`src/rtl/wal_pkg.sv`:
```
// Shared types and constants for the write-ahead log controller.
// No dependencies; imported by every module of the block.
package wal_pkg;

  localparam int LOG_CAPACITY = 30;
  localparam int MAX_ENTRIES  = 29;
  localparam int IDX_W        = $clog2(LOG_CAPACITY);
  // a log-write is refused once entry_count reaches this
  localparam int FULL_LIMIT   = (LOG_CAPACITY - 1 < MAX_ENTRIES) ? LOG_CAPACITY - 1
                                                                 : MAX_ENTRIES;
  localparam int CFG_ADDR_W   = 4;

  typedef enum logic [1:0] {
    OP_BEGIN  = 2'd0,
    OP_END    = 2'd1,
    OP_WRITE  = 2'd2,
    OP_UNUSED = 2'd3
  } opcode_t;

  typedef enum logic [3:0] {
    ST_GRANTED   = 4'd0,
    ST_WAIT      = 4'd1,
    ST_ENDED     = 4'd2,
    ST_ABSORBED  = 4'd3,
    ST_APPENDED  = 4'd4,
    ST_TOO_BIG   = 4'd5,
    ST_OUTSIDE   = 4'd6,
    ST_END_NO_BG = 4'd7,
    ST_COMMIT    = 4'd8
  } status_t;

  typedef enum logic [1:0] {
    CMD_NONE   = 2'd0,
    CMD_COPY   = 2'd1,
    CMD_HEADER = 2'd2
  } command_t;

  typedef enum logic [1:0] {
    PIN_NONE  = 2'd0,
    PIN_PIN   = 2'd1,
    PIN_UNPIN = 2'd2
  } pin_t;

  typedef enum logic [1:0] {
    REG_LOG_START = 2'd0,
    REG_LOG_SIZE  = 2'd1,
    REG_DEVICE    = 2'd2,
    REG_BPO       = 2'd3
  } reg_idx_t;

  typedef struct packed {
    logic [1:0]  opcode;
    logic [31:0] block_number;
  } in_beat_t;

  typedef struct packed {
    logic [3:0]  status;
    logic [1:0]  command;
    logic [7:0]  device;
    logic [31:0] source_block;
    logic [31:0] destination_block;
    logic [4:0]  header_count;
    logic [1:0]  pin_change;
    logic        last;
  } out_beat_t;

  typedef struct packed {
    logic [31:0] log_start_block;
    logic [4:0]  log_size_blocks;
    logic [7:0]  device_number;
    logic [4:0]  blocks_per_operation;
  } cfg_regs_t;

  // control from the sequencer to the row of entry cells
  typedef struct packed {
    logic             rotate;
    logic             wr_en;
    logic [IDX_W-1:0] wr_idx;
    logic [31:0]      wr_data;
  } ring_ctl_t;

endpackage

```
`src/rtl/write_ahead_log_controller.sv`:
```
// Write-ahead log controller with group commit. Begin, end and log-write
// beats enter on in_*; result beats leave on out_*, the final one of each
// item flagged by last. Begin, end and rejected log-writes get a single
// result beat. A log-write that reaches the table is looked up in it: the
// logged block numbers sit in a ring of LOG_CAPACITY cells that turns once
// past a single comparator, then the block is absorbed or appended. The end
// that closes the last open operation with n entries emits 2n+2 commit
// beats: copy-out beats turn the ring, idle turns bring it back into line,
// then the header, copy-home beats with unpin, and the zero header. One
// item is in work at a time; the result register lets the next item enter
// in the cycle its last beat is taken. No clearing pass follows reset:
// table entries are only read below the entry count. Registers sit on an
// APB-style port at byte addresses 4*i.
// Depends on wal_pkg, wal_cell, wal_cfg and wal_ctrl.
module write_ahead_log_controller
  import wal_pkg::*;
(
  input  logic                  clk,
  input  logic                  rst_n,
  // input beats
  input  logic                  in_valid,
  output logic                  in_stall,
  input  in_beat_t              in_data,
  // result beats
  output logic                  out_valid,
  input  logic                  out_stall,
  output out_beat_t             out_data,
  // configuration
  input  logic                  psel,
  input  logic                  penable,
  input  logic                  pwrite,
  input  logic [CFG_ADDR_W-1:0] paddr,
  input  logic [31:0]           pwdata,
  output logic [31:0]           prdata,
  output logic                  pready
);

  cfg_regs_t   cfg;
  ring_ctl_t   ring_ctl;
  logic [31:0] entries [LOG_CAPACITY];

  wal_cfg u_cfg (
    .clk     (clk),
    .rst_n   (rst_n),
    .psel    (psel),
    .penable (penable),
    .pwrite  (pwrite),
    .paddr   (paddr),
    .pwdata  (pwdata),
    .prdata  (prdata),
    .pready  (pready),
    .cfg     (cfg)
  );

  // ring of entries: on rotate each cell takes its upper neighbor, the top
  // cell wraps to cell 0, so cell 0 walks through the table in order
  for (genvar i = 0; i < LOG_CAPACITY; i++) begin : g_cell
    wal_cell u_cell (
      .clk        (clk),
      .ring_ctl   (ring_ctl),
      .cell_idx   (IDX_W'(i)),
      .next_entry (entries[(i + 1) % LOG_CAPACITY]),
      .entry      (entries[i])
    );
  end

  wal_ctrl u_ctrl (
    .clk        (clk),
    .rst_n      (rst_n),
    .cfg        (cfg),
    .in_valid   (in_valid),
    .in_stall   (in_stall),
    .in_data    (in_data),
    .out_valid  (out_valid),
    .out_stall  (out_stall),
    .out_data   (out_data),
    .head_entry (entries[0]),
    .ring_ctl   (ring_ctl)
  );

endmodule

```
`src/rtl/wal_cell.sv`:
```
// One entry of the logged-block table; part of a rotating ring of cells.
// Depends on wal_pkg.
module wal_cell
  import wal_pkg::*;
(
  input  logic             clk,
  input  ring_ctl_t        ring_ctl,
  input  logic [IDX_W-1:0] cell_idx,
  input  logic [31:0]      next_entry,
  output logic [31:0]      entry
);

  logic [31:0] entry_r;

  // rotate: take the neighbor's entry; otherwise accept an append
  always_ff @(posedge clk) begin
    if (ring_ctl.rotate) begin
      entry_r <= next_entry;
    end else if (ring_ctl.wr_en && (ring_ctl.wr_idx == cell_idx)) begin
      entry_r <= ring_ctl.wr_data;
    end
  end

  assign entry = entry_r;

endmodule

```
`src/rtl/wal_cfg.sv`:
```
// APB-style configuration registers of the log controller.
// Depends on wal_pkg.
module wal_cfg
  import wal_pkg::*;
(
  input  logic                  clk,
  input  logic                  rst_n,
  input  logic                  psel,
  input  logic                  penable,
  input  logic                  pwrite,
  input  logic [CFG_ADDR_W-1:0] paddr,
  input  logic [31:0]           pwdata,
  output logic [31:0]           prdata,
  output logic                  pready,
  output cfg_regs_t             cfg
);

  cfg_regs_t cfg_r;
  reg_idx_t  sel;

  assign sel    = reg_idx_t'(paddr[3:2]);
  assign pready = 1'b1;
  assign cfg    = cfg_r;

  always_ff @(posedge clk) begin
    if (!rst_n) begin
      cfg_r.log_start_block      <= '0;
      cfg_r.log_size_blocks      <= 5'd30;
      cfg_r.device_number        <= '0;
      cfg_r.blocks_per_operation <= 5'd5;
    end else if (psel && penable && pwrite) begin
      unique case (sel)
        REG_LOG_START: cfg_r.log_start_block      <= pwdata;
        REG_LOG_SIZE:  cfg_r.log_size_blocks      <= pwdata[4:0];
        REG_DEVICE:    cfg_r.device_number        <= pwdata[7:0];
        REG_BPO:       cfg_r.blocks_per_operation <= pwdata[4:0];
      endcase
    end
  end

  always_comb begin
    unique case (sel)
      REG_LOG_START: prdata = cfg_r.log_start_block;
      REG_LOG_SIZE:  prdata = {27'd0, cfg_r.log_size_blocks};
      REG_DEVICE:    prdata = {24'd0, cfg_r.device_number};
      REG_BPO:       prdata = {27'd0, cfg_r.blocks_per_operation};
    endcase
  end

endmodule

```
`src/rtl/wal_ctrl.sv`:
```
// Sequencer: admission, table search, commit run and the result register.
// Depends on wal_pkg; drives the ring of wal_cell entries.
module wal_ctrl
  import wal_pkg::*;
(
  input  logic        clk,
  input  logic        rst_n,
  input  cfg_regs_t   cfg,
  input  logic        in_valid,
  output logic        in_stall,
  input  in_beat_t    in_data,
  output logic        out_valid,
  input  logic        out_stall,
  output out_beat_t   out_data,
  input  logic [31:0] head_entry,
  output ring_ctl_t   ring_ctl
);

  typedef enum logic [2:0] {
    S_IDLE, S_SEARCH, S_SRESULT, S_COPY_OUT, S_REALIGN, S_HDR, S_COPY_HOME, S_ZHDR
  } state_t;

  state_t           state_r, state_nxt;
  logic [7:0]       open_r, open_nxt;
  logic [4:0]       count_r, count_nxt;
  logic             commit_r, commit_nxt;
  logic [IDX_W-1:0] pos_r, pos_nxt;
  logic             hit_r, hit_nxt;
  logic [31:0]      blk_r, blk_nxt;
  logic             out_valid_r, out_valid_nxt;
  out_beat_t        out_data_r, out_data_nxt;

  logic             load_ok;
  logic             accept;
  logic [IDX_W-1:0] pos_inc;
  logic             pos_at_end;
  logic             pos_is_last_entry;
  logic [13:0]      reserve;
  logic [14:0]      need;
  logic             too_big;
  out_beat_t        beat;

  assign load_ok  = !out_valid_r || !out_stall;
  assign in_stall = (state_r != S_IDLE) || !load_ok;
  assign accept   = in_valid && !in_stall;

  assign pos_at_end        = (pos_r == IDX_W'(LOG_CAPACITY - 1));
  assign pos_inc           = pos_at_end ? '0 : pos_r + 1'b1;
  assign pos_is_last_entry = (32'(pos_r) + 32'd1 == 32'(count_r));

  assign reserve = 14'({1'b0, open_r} + 9'd1) * 14'(cfg.blocks_per_operation);
  assign need    = 15'(reserve) + 15'(count_r);
  assign too_big = (count_r >= cfg.log_size_blocks) || (32'(count_r) >= FULL_LIMIT);

  always_comb begin
    state_nxt     = state_r;
    open_nxt      = open_r;
    count_nxt     = count_r;
    commit_nxt    = commit_r;
    pos_nxt       = pos_r;
    hit_nxt       = hit_r;
    blk_nxt       = blk_r;
    out_valid_nxt = out_valid_r && out_stall;
    out_data_nxt  = out_data_r;
    ring_ctl      = '0;
    ring_ctl.wr_idx  = IDX_W'(count_r);
    ring_ctl.wr_data = blk_r;
    beat          = '0;

    unique case (state_r)
      S_IDLE: begin
        if (accept) begin
          beat.last = 1'b1;
          unique case (opcode_t'(in_data.opcode))
            OP_BEGIN: begin
              if (commit_r || open_r == 8'hFF || need > 15'(cfg.log_size_blocks)) begin
                beat.status = ST_WAIT;
              end else begin
                beat.status = ST_GRANTED;
                open_nxt    = open_r + 8'd1;
              end
              out_valid_nxt = 1'b1;
              out_data_nxt  = beat;
            end
            OP_END: begin
              if (open_r == 8'd0) begin
                beat.status   = ST_END_NO_BG;
                out_valid_nxt = 1'b1;
                out_data_nxt  = beat;
              end else begin
                open_nxt = open_r - 8'd1;
                if (open_r == 8'd1 && count_r != 5'd0) begin
                  commit_nxt = 1'b1;
                  pos_nxt    = '0;
                  state_nxt  = S_COPY_OUT;
                end else begin
                  beat.status   = ST_ENDED;
                  out_valid_nxt = 1'b1;
                  out_data_nxt  = beat;
                end
              end
            end
            OP_WRITE: begin
              if (too_big) begin
                beat.status   = ST_TOO_BIG;
                out_valid_nxt = 1'b1;
                out_data_nxt  = beat;
              end else if (open_r == 8'd0) begin
                beat.status   = ST_OUTSIDE;
                out_valid_nxt = 1'b1;
                out_data_nxt  = beat;
              end else begin
                blk_nxt   = in_data.block_number;
                hit_nxt   = 1'b0;
                pos_nxt   = '0;
                state_nxt = S_SEARCH;
              end
            end
            OP_UNUSED: ;
          endcase
        end
      end

      // one full turn of the ring; cell 0 holds original entry pos_r
      S_SEARCH: begin
        ring_ctl.rotate = 1'b1;
        hit_nxt = hit_r || ((32'(pos_r) < 32'(count_r)) && (head_entry == blk_r));
        pos_nxt = pos_inc;
        if (pos_at_end) begin
          state_nxt = S_SRESULT;
        end
      end

      S_SRESULT: begin
        if (load_ok) begin
          beat.last = 1'b1;
          if (hit_r) begin
            beat.status = ST_ABSORBED;
          end else begin
            beat.status     = ST_APPENDED;
            beat.pin_change = PIN_PIN;
            ring_ctl.wr_en  = 1'b1;
            count_nxt       = count_r + 5'd1;
          end
          out_valid_nxt = 1'b1;
          out_data_nxt  = beat;
          state_nxt     = S_IDLE;
        end
      end

      S_COPY_OUT: begin
        if (load_ok) begin
          beat.status            = ST_COMMIT;
          beat.command           = CMD_COPY;
          beat.device            = cfg.device_number;
          beat.source_block      = head_entry;
          beat.destination_block = cfg.log_start_block + 32'(pos_r) + 32'd1;
          out_valid_nxt   = 1'b1;
          out_data_nxt    = beat;
          ring_ctl.rotate = 1'b1;
          pos_nxt         = pos_inc;
          if (pos_is_last_entry) begin
            state_nxt = pos_at_end ? S_HDR : S_REALIGN;
          end
        end
      end

      // finish the turn so entry 0 is back at cell 0
      S_REALIGN: begin
        ring_ctl.rotate = 1'b1;
        pos_nxt         = pos_inc;
        if (pos_at_end) begin
          state_nxt = S_HDR;
        end
      end

      S_HDR: begin
        if (load_ok) begin
          beat.status            = ST_COMMIT;
          beat.command           = CMD_HEADER;
          beat.device            = cfg.device_number;
          beat.destination_block = cfg.log_start_block;
          beat.header_count      = count_r;
          out_valid_nxt = 1'b1;
          out_data_nxt  = beat;
          state_nxt     = S_COPY_HOME;
        end
      end

      S_COPY_HOME: begin
        if (load_ok) begin
          beat.status            = ST_COMMIT;
          beat.command           = CMD_COPY;
          beat.device            = cfg.device_number;
          beat.source_block      = cfg.log_start_block + 32'(pos_r) + 32'd1;
          beat.destination_block = head_entry;
          beat.pin_change        = PIN_UNPIN;
          out_valid_nxt   = 1'b1;
          out_data_nxt    = beat;
          ring_ctl.rotate = 1'b1;
          pos_nxt         = pos_inc;
          if (pos_is_last_entry) begin
            state_nxt = S_ZHDR;
          end
        end
      end

      S_ZHDR: begin
        if (load_ok) begin
          beat.status            = ST_COMMIT;
          beat.command           = CMD_HEADER;
          beat.device            = cfg.device_number;
          beat.destination_block = cfg.log_start_block;
          beat.last              = 1'b1;
          out_valid_nxt = 1'b1;
          out_data_nxt  = beat;
          count_nxt     = 5'd0;
          commit_nxt    = 1'b0;
          state_nxt     = S_IDLE;
        end
      end
    endcase
  end

  always_ff @(posedge clk) begin
    if (!rst_n) begin
      state_r     <= S_IDLE;
      open_r      <= '0;
      count_r     <= '0;
      commit_r    <= 1'b0;
      pos_r       <= '0;
      hit_r       <= 1'b0;
      out_valid_r <= 1'b0;
    end else begin
      state_r     <= state_nxt;
      open_r      <= open_nxt;
      count_r     <= count_nxt;
      commit_r    <= commit_nxt;
      pos_r       <= pos_nxt;
      hit_r       <= hit_nxt;
      out_valid_r <= out_valid_nxt;
    end
    blk_r      <= blk_nxt;
    out_data_r <= out_data_nxt;
  end

  assign out_valid = out_valid_r;
  assign out_data  = out_data_r;

endmodule
```
`config.mk`:
```
export PLATFORM = sky130hd
export DESIGN_NAME = write_ahead_log_controller
export DESIGN_NICKNAME = d
export VERILOG_FILES = /design/src/rtl/wal_pkg.sv /design/src/rtl/write_ahead_log_controller.sv /design/src/rtl/wal_cell.sv /design/src/rtl/wal_cfg.sv /design/src/rtl/wal_ctrl.sv
export SDC_FILE = /design/constraint.sdc
export NUM_CORES = 2
export LEC_CHECK = 0
export BUFFER_PORTS_ARGS = -buffer_cell sky130_fd_sc_hd__buf_4
export CORE_MARGIN = 5
export CORE_UTILIZATION = 30
export DETAILED_ROUTE_END_ITERATION = 8
export GPL_ROUTABILITY_DRIVEN = 0
export PLACE_DENSITY = 0.45
export SYNTH_ARGS = -nofsm -noshare
export SYNTH_HDL_FRONTEND = slang
export SYNTH_SLANG_ARGS = --single-unit
```
`constraint.sdc`:
```
create_clock -name clk -period 10.8 [get_ports clk]
set_input_delay 2.16 -clock clk [delete_from_list [all_inputs] [get_ports clk]]
set_output_delay 2.16 -clock clk [all_outputs]
set_load 0.02 [all_outputs]
```
* Yosys cells after proc, flatten, opt, wreduce, memory -nomap -nowiden
Index checks and enable logic that the tools add are counted.
** Storage, ports and cells
- Word-level logic and storage cells :: 377
- Output and inout port bits :: 121
- Flip-flop bits (word level) :: 1152
** Cells by class
- Multipliers :: 1
- Magnitude comparators :: 4
- Add/sub/neg operators :: 9
- Equality and inequality tests :: 74
- Bitwise gates (word level) :: 2
- Reduce and logical (&&, ||, !) cells :: 105
- Multiplexer cells :: 132
** Operator list (count)
- $mux W32 :: 60
- $mux W86 :: 10
- $pmux W86 S6 :: 1
- $pmux W86 S3 :: 1
- $pmux W32 S4 :: 1
- $eq A5 B5 Y1 const B :: 15
- $reduce_bool A2 Y1 :: 34
- $mux W5 :: 10
- $mux W3 :: 14
- $eq A5 B4 Y1 const B :: 8
- $logic_and A1 B1 Y1 :: 36
- $add A32 B1 Y32 const B :: 1
- $add A32 B5 Y32 :: 1
- $eq A32 B32 Y1 :: 1
- $eq A32 B5 Y1 :: 1
- $ne A2 B1 Y1 const B :: 13
- $mux W1 :: 22
- $pmux W3 S7 :: 1
- $eq A5 B3 Y1 const B :: 4
- $pmux W5 S2 :: 2
- $mux W8 :: 2
- $pmux W8 S2 :: 1
- $add A14 B5 Y15 :: 1
- $gt A15 B5 Y1 :: 1
- 47 further kinds :: 86

* Logic depth before layout (Yosys ltp)
- Depth after elaboration :: 9
- Gate-level depth with buffers :: 22

* Cells and area by module
Synthesis repeated with hierarchy kept, for this count alone.
** Unflattened totals
- Cells, all modules :: 3490
- Area total of the unflattened synthesis :: 58312.2 µm²
** Modules (own cells, without submodules)
- wal_cell :: area an instance 1534.0 µm², times used 30, cells each 75
- wal_ctrl :: area an instance 9973.3 µm², times used 1, cells each 987
- wal_cfg :: area an instance 2312.2 µm², times used 1, cells each 251
- write_ahead_log_controller :: area an instance 7.5 µm², times used 1, cells each 2

* Least setup slack after synthesis
No wires, ideal clock.
- Path kind :: input -> register
- Start point :: input port in_data[33] (netlist name)
- End point :: register u_ctrl.out_data_r (netlist bit u_ctrl.out_data[0]), enable pin
- Buffers on the path :: 2
- Cell stages on the path :: 6
- Required time :: 10133 ps
- Arrival :: 9591 ps
- Setup slack :: 542 ps
- Cells stage by stage :: inv_1 ha_1 clkbuf_1 clkbuf_1 o311ai_0 a221oi_1
** Between the ends
- Longest elaborated chain between the ends :: 3
** RTL lines
- start, declared :: line write_ahead_log_controller.sv:23 : input in_beat_t in_data,
- $eq A2 B2 Y1 (tied with other cells)
- $ne A4 B2 Y1 (no source line) (tied with other cells)
- $reduce_and A10 Y1 (no source line) *
- end signal, assigned :: line wal_ctrl.sv:244 : out_data_r <= out_data_nxt;
- end, declared :: line wal_ctrl.sv:31 : out_beat_t out_data_r, out_data_nxt;
Mark *: on every way between the ends. The rest lies on a longest branch, timed or not.
A chain may end at the register's enable or synchronous reset.

* Worst setup path in the final report
- Start point :: register u_ctrl.open_r[0]
- End point :: register u_ctrl.open_r[3]
** Between the ends
- Longest elaborated chain between the ends :: 7
** RTL lines
- start, declared :: line wal_ctrl.sv:24 : logic [7:0] open_r, open_nxt;
- start signal, assigned :: line wal_ctrl.sv:236 : open_r <= open_nxt;
- $add A8 B1 Y9 :: line wal_ctrl.sv:51 : assign reserve = 14'({1'b0, open_r} + 9'd1) * 14'(cfg.blocks_per_operation);
- $mul A14 B5 Y14 :: line wal_ctrl.sv:51
- $add A14 B5 Y15 :: line wal_ctrl.sv:52 : assign need = 15'(reserve) + 15'(count_r);
- $gt A15 B5 Y1 :: line wal_ctrl.sv:76 : if (commit_r || open_r == 8'hFF || need > 15'(cfg.log_size_blocks)) begin
- $logic_or A1 B1 Y1 :: line wal_ctrl.sv:76
- $ne A2 B2 Y1 (no source line)
- $reduce_and A5 Y1 (no source line)
Parallel ways exist; a longest one is shown, timed or not. The select of a mux whose other input is x is not followed.

==> results.md <==
- Synth Warn #: 0
- DR pass1 iterations: 5
- Post-CTS setup buffers: 0
- Worst-path clk slew: 0.06 ns
- Area Overhead vs Synth: 16.5%
- Routed WL: 137,000 um
- PwrDens: 261 nW/um2
- Worst setup margin: 4.53 ns
- First-pass GRT wire length: 201,000 um
- End point of the critical path: u_ctrl.open_r[3]
- WL met1: 63,800 um
- DIE HEIGHT: 416 um
- Root Buffer: clkbuf_16
- CP Launch Type: flop
- Initial antenna violation count: 2
- Top sig layer: met4
- Largest family of logic cells by synthesized area: compound AO/OA/AOI/OAI gates
- Die area: 173,000 um2
- Asr flop ratio synth: 0%
- Crit path arrival time: 6.93 ns
- RSZ-0062 raised after global routing: no
- Vias in the first global route: 28,764
- Leading area contributor after synthesis: edfxtp_1
- FMAX: 160 MHz
- PostCTS Resize Cnt: 0
- Layout Skew: 0.0261 ns
- Post-route ant nets: 0
- CP Buf/Inv Count: 2
- Drt wl/cell: 23.2 um
- Post-synthesis xor/xnor area fraction: 1.56%
- Mux contribution to synthesized area: 0.880%
- Chip Width: 416 um
- CP Depth: 19
- Max-slew headroom: 16.1%
- Slew Limit Fails: 0
- Cell count after synthesis: 3,500
- Seq/Total Area, Yosys: 68.6%
- Critical path endpoint category: flop
- Synth cell types: 80
- Leakage power figure: 23.8 nW
- Ys flop type: edfxtp_1
- Period minus WS final: 6.27 ns
- Reg2reg start: u_ctrl.open_r[0]
- Final Cycle Share: 58.0%
- CP max FO: 10
- Reg-to-reg endpoint: u_ctrl.open_r[3]
- Post-Syn Nets: 3,662
- FP Rows: 148
- Max VDD drop: 175 uV
- #FFs+latches synth: 1,152
- Crit path launch: u_ctrl.open_r[0]
- Vias post-DR: 29,194
- Total CTS buffers: 133
- Critical path's largest stage delay: 0.60 ns
- Largest net degree at the start of global routing: 225
- Remaining DRCs: 0
- Share of cells above drive strength 1: 13.7%
- Crit Path Class: flop to flop
- Cells on worst reg2reg path: 19
- Final Cell Area: 57,500 um2
- Congestion Overflow GR: 0
- Max cap viols: 0
- Syn Area/Cell: 14.1 um2
- Core Region: 163,000 um2
- Met2 wire length: 63,800 um
- Slew @ Worst Pin: 1.26 ns
- Share of synthesized cell area in full adder, half adder and majority cells: 2.50%
- Clk buf depth: 3
- I/O pin cnt: 198
- Post-synth EDFFs: 1,078
- Nets@finish: 3,770
- Fillcell total: 15,843
- Setup_tns: 0 ns
- Post-synthesis compound-gate area fraction: 18.4%
- Met3 WL: 4530 um
- Dpl ws: 4.52 ns
- DP Area: 53,400 um2
- CTS tree: yes
- Clk_lat worst skew: 0.75 ns
- Setup violations, final: 0
- Ranking of synthesized cells by area: edfxtp_1 (66%), a21o_1 (15%), dfxtp_1 (3.0%)
- Crit-path cells: ha_1 -> nand3_1 -> xor2_1 -> nor2b_1 -> fa_1 -> fa_1 -> inv_1 -> fa_1 -> inv_1 -> ha_1 -> a21o_1 -> a2111oi_4 -> o21ai_2 -> nor4_1 -> mux2i_1 -> a2111oi_4 -> nand3_2 -> a21oi_2 -> mux2i_1
- Port bufs: 194
- Starting density of the core: 30.3%
- R2R Setup Slk: 4.53 ns
- H-tree levels: 4
- Clock Sinks: 1,152
- Fin cells: 5,887
- Area share of the largest cell type after synthesis: 65.6%
- Hpwl dp: 78,600 um
- Min-delay worst type: flop to flop
- Synth Cell Area: 49,400 um2
- Most common cell on crit path: fa_1
- Critical Path RT: 11.47 ns
- Number of DRC markers in iteration 0: 2,663
- Gr usage total: 15.5%
- Hold Buf Count CTS: 0
- Hold Vio Cnt, Final: 0
- Worst path top cell family by delay: adder cells
- Simple-gate share of the synthesized area: 5.28%
- Vias per inst: 4.96
- Outcome: finished clean
- Slowest cell on crit path: dfxtp_1
- Placed Cells incl. Taps: 5,648
- HP Start: g_cell[13].u_cell.entry[22]
==> power breakdown <==
| group | internal [mW] | total, mW | switching (mW) |
|---|---|---|---|
| clock | 2.51 | 4.36 | 1.84 |
| combinational | 1.19 | 3.70 | 2.51 |
| sequential | 6.52 | 6.96 | 0.432 |
| total | 10.2 | 15.0 | 4.78 |
==> worst register-to-register path, delay by kind of cell (launching register included) <==
family,cells,cell delay [ns]
buffers and inverters,2,0.10
AND/OR/NAND/NOR,4,0.89
adder cells (fa/ha/maj),5,2.26
multiplexers,2,0.39
flip-flops,1,0.60
XOR/XNOR,1,0.53
AO/OA/AOI/OAI,5,1.41
==> state kept, by name (all words and copies together) (netlist names) <==
signal and count:
u_ctrl.out_data 86, u_ctrl.blk_r 32, g_cell.u_cell.entry 960, u_ctrl.open_r 8, u_ctrl.out_valid 1, u_ctrl.state_r 3
u_cfg.cfg 50, u_ctrl.hit_r 1, u_ctrl.count_r 5, u_ctrl.pos_r 5, u_ctrl.commit_r 1
==> worst min-delay path by stage <==
stage / to / slack [ns] / depth (start not counted)
floorplan: u_ctrl.commit_r / 0.43 / 2
global placement: u_cfg.cfg[10] / 0.49 / 2
detailed placement: g_cell[8].u_cell.entry[12] / 0.50 / 1
CTS: g_cell[7].u_cell.entry[26] / 0.50 / 1
global route: g_cell[5].u_cell.entry[22] / 0.51 / 1
finish: g_cell[12].u_cell.entry[22] / 0.50 / 1
==> cell usage in the layout (no fill, tap or decap), types with 26 or more instances in the layout <==
cell | Yosys | routed
nand3_1 | 32 | 32
dfxtp_1 | 74 | 74
o21ai_0 | 93 | 67
inv_1 | 68 | 67
xor2_1 | 40 | 40
clkbuf_16 | 0 | 137
nor2_1 | 80 | 78
edfxtp_1 | 1078 | 1078
o21ai_4 | 0 | 26
a21o_1 | 970 | 969
xnor2_1 | 48 | 48
clkbuf_1 | 275 | 32
and2_1 | 81 | 80
ha_1 | 62 | 62
a21oi_1 | 68 | 67
buf_4 | 1 | 260
mux2i_1 | 31 | 31
clkinv_1 | 1 | 31
nand2_1 | 195 | 191
==> Yosys cell counts (all sizes together), types with 3 or more instances <==
| library cell | number |
|---|---|
| o311ai | 9 |
| nand3 | 33 |
| and2 | 82 |
| mux4 | 5 |
| xor2 | 40 |
| or3 | 5 |
| nand4 | 18 |
| fa | 23 |
| nand2 | 195 |
| a2111oi | 4 |
| dfxtp | 74 |
| o211ai | 10 |
| nand3b | 3 |
| nor2 | 80 |
| o22ai | 23 |
| and3 | 12 |
| mux2i | 31 |
| nor4 | 12 |
| buf | 13 |
| a211oi | 4 |
| o221ai | 3 |
| or4 | 3 |
| nor3 | 27 |
| a22oi | 23 |
| a32o | 3 |
| a21oi | 74 |
| or2 | 5 |
| a211o | 4 |
| ha | 62 |
| o21a | 5 |
| a31oi | 9 |
| inv | 68 |
| a21o | 970 |
| nand2b | 16 |
| xnor2 | 48 |
| o21ai | 97 |
| edfxtp | 1078 |
| clkbuf | 276 |
| nor2b | 25 |
==> kinds of logic after synthesis <==
kind of cell,after synthesis
mux,37
simple gates,524
fa+ha+maj,85
buf+inv,358
flops,1152
other cells,1
xor+xnor,88
compound gates,1255
==> routing by layer <==
layer,up-vias,GRT usage [%]
met5,-,0
met4,0,5.65
met3,217,2.19
met2,534,24.7
met1,15169,21.5
li1,13274,-
==> cell type report <==
type | count | area, um2 | area share [%]
diodes | 2 | 5.00 | 0.00870
multi-input cells | 1990 | 14500 | 25.3
well taps | 2175 | 2720 | 4.73
repair buffers | 262 | 1990 | 3.46
clock inverters | 66 | 561 | 0.975
clock buffers | 171 | 3580 | 6.22
flip-flops and latches | 1152 | 33900 | 58.9
inverters | 69 | 259 | 0.450
==> metrics by stage <==
step / util, % / hold WS (ns) / total power [mW]
final: 35.2 / 0.501 / 15.0
after global routing: 35.2 / 0.506 / 15.8
after CTS: 35.2 / 0.495 / 15.3
after detailed placement: 32.7 / 0.502 / 10.8
after global placement: 32.7 / 0.494 / 10.8
after floorplan: - / 0.434 / 9.27
Power figures use the tool's default switching activity.
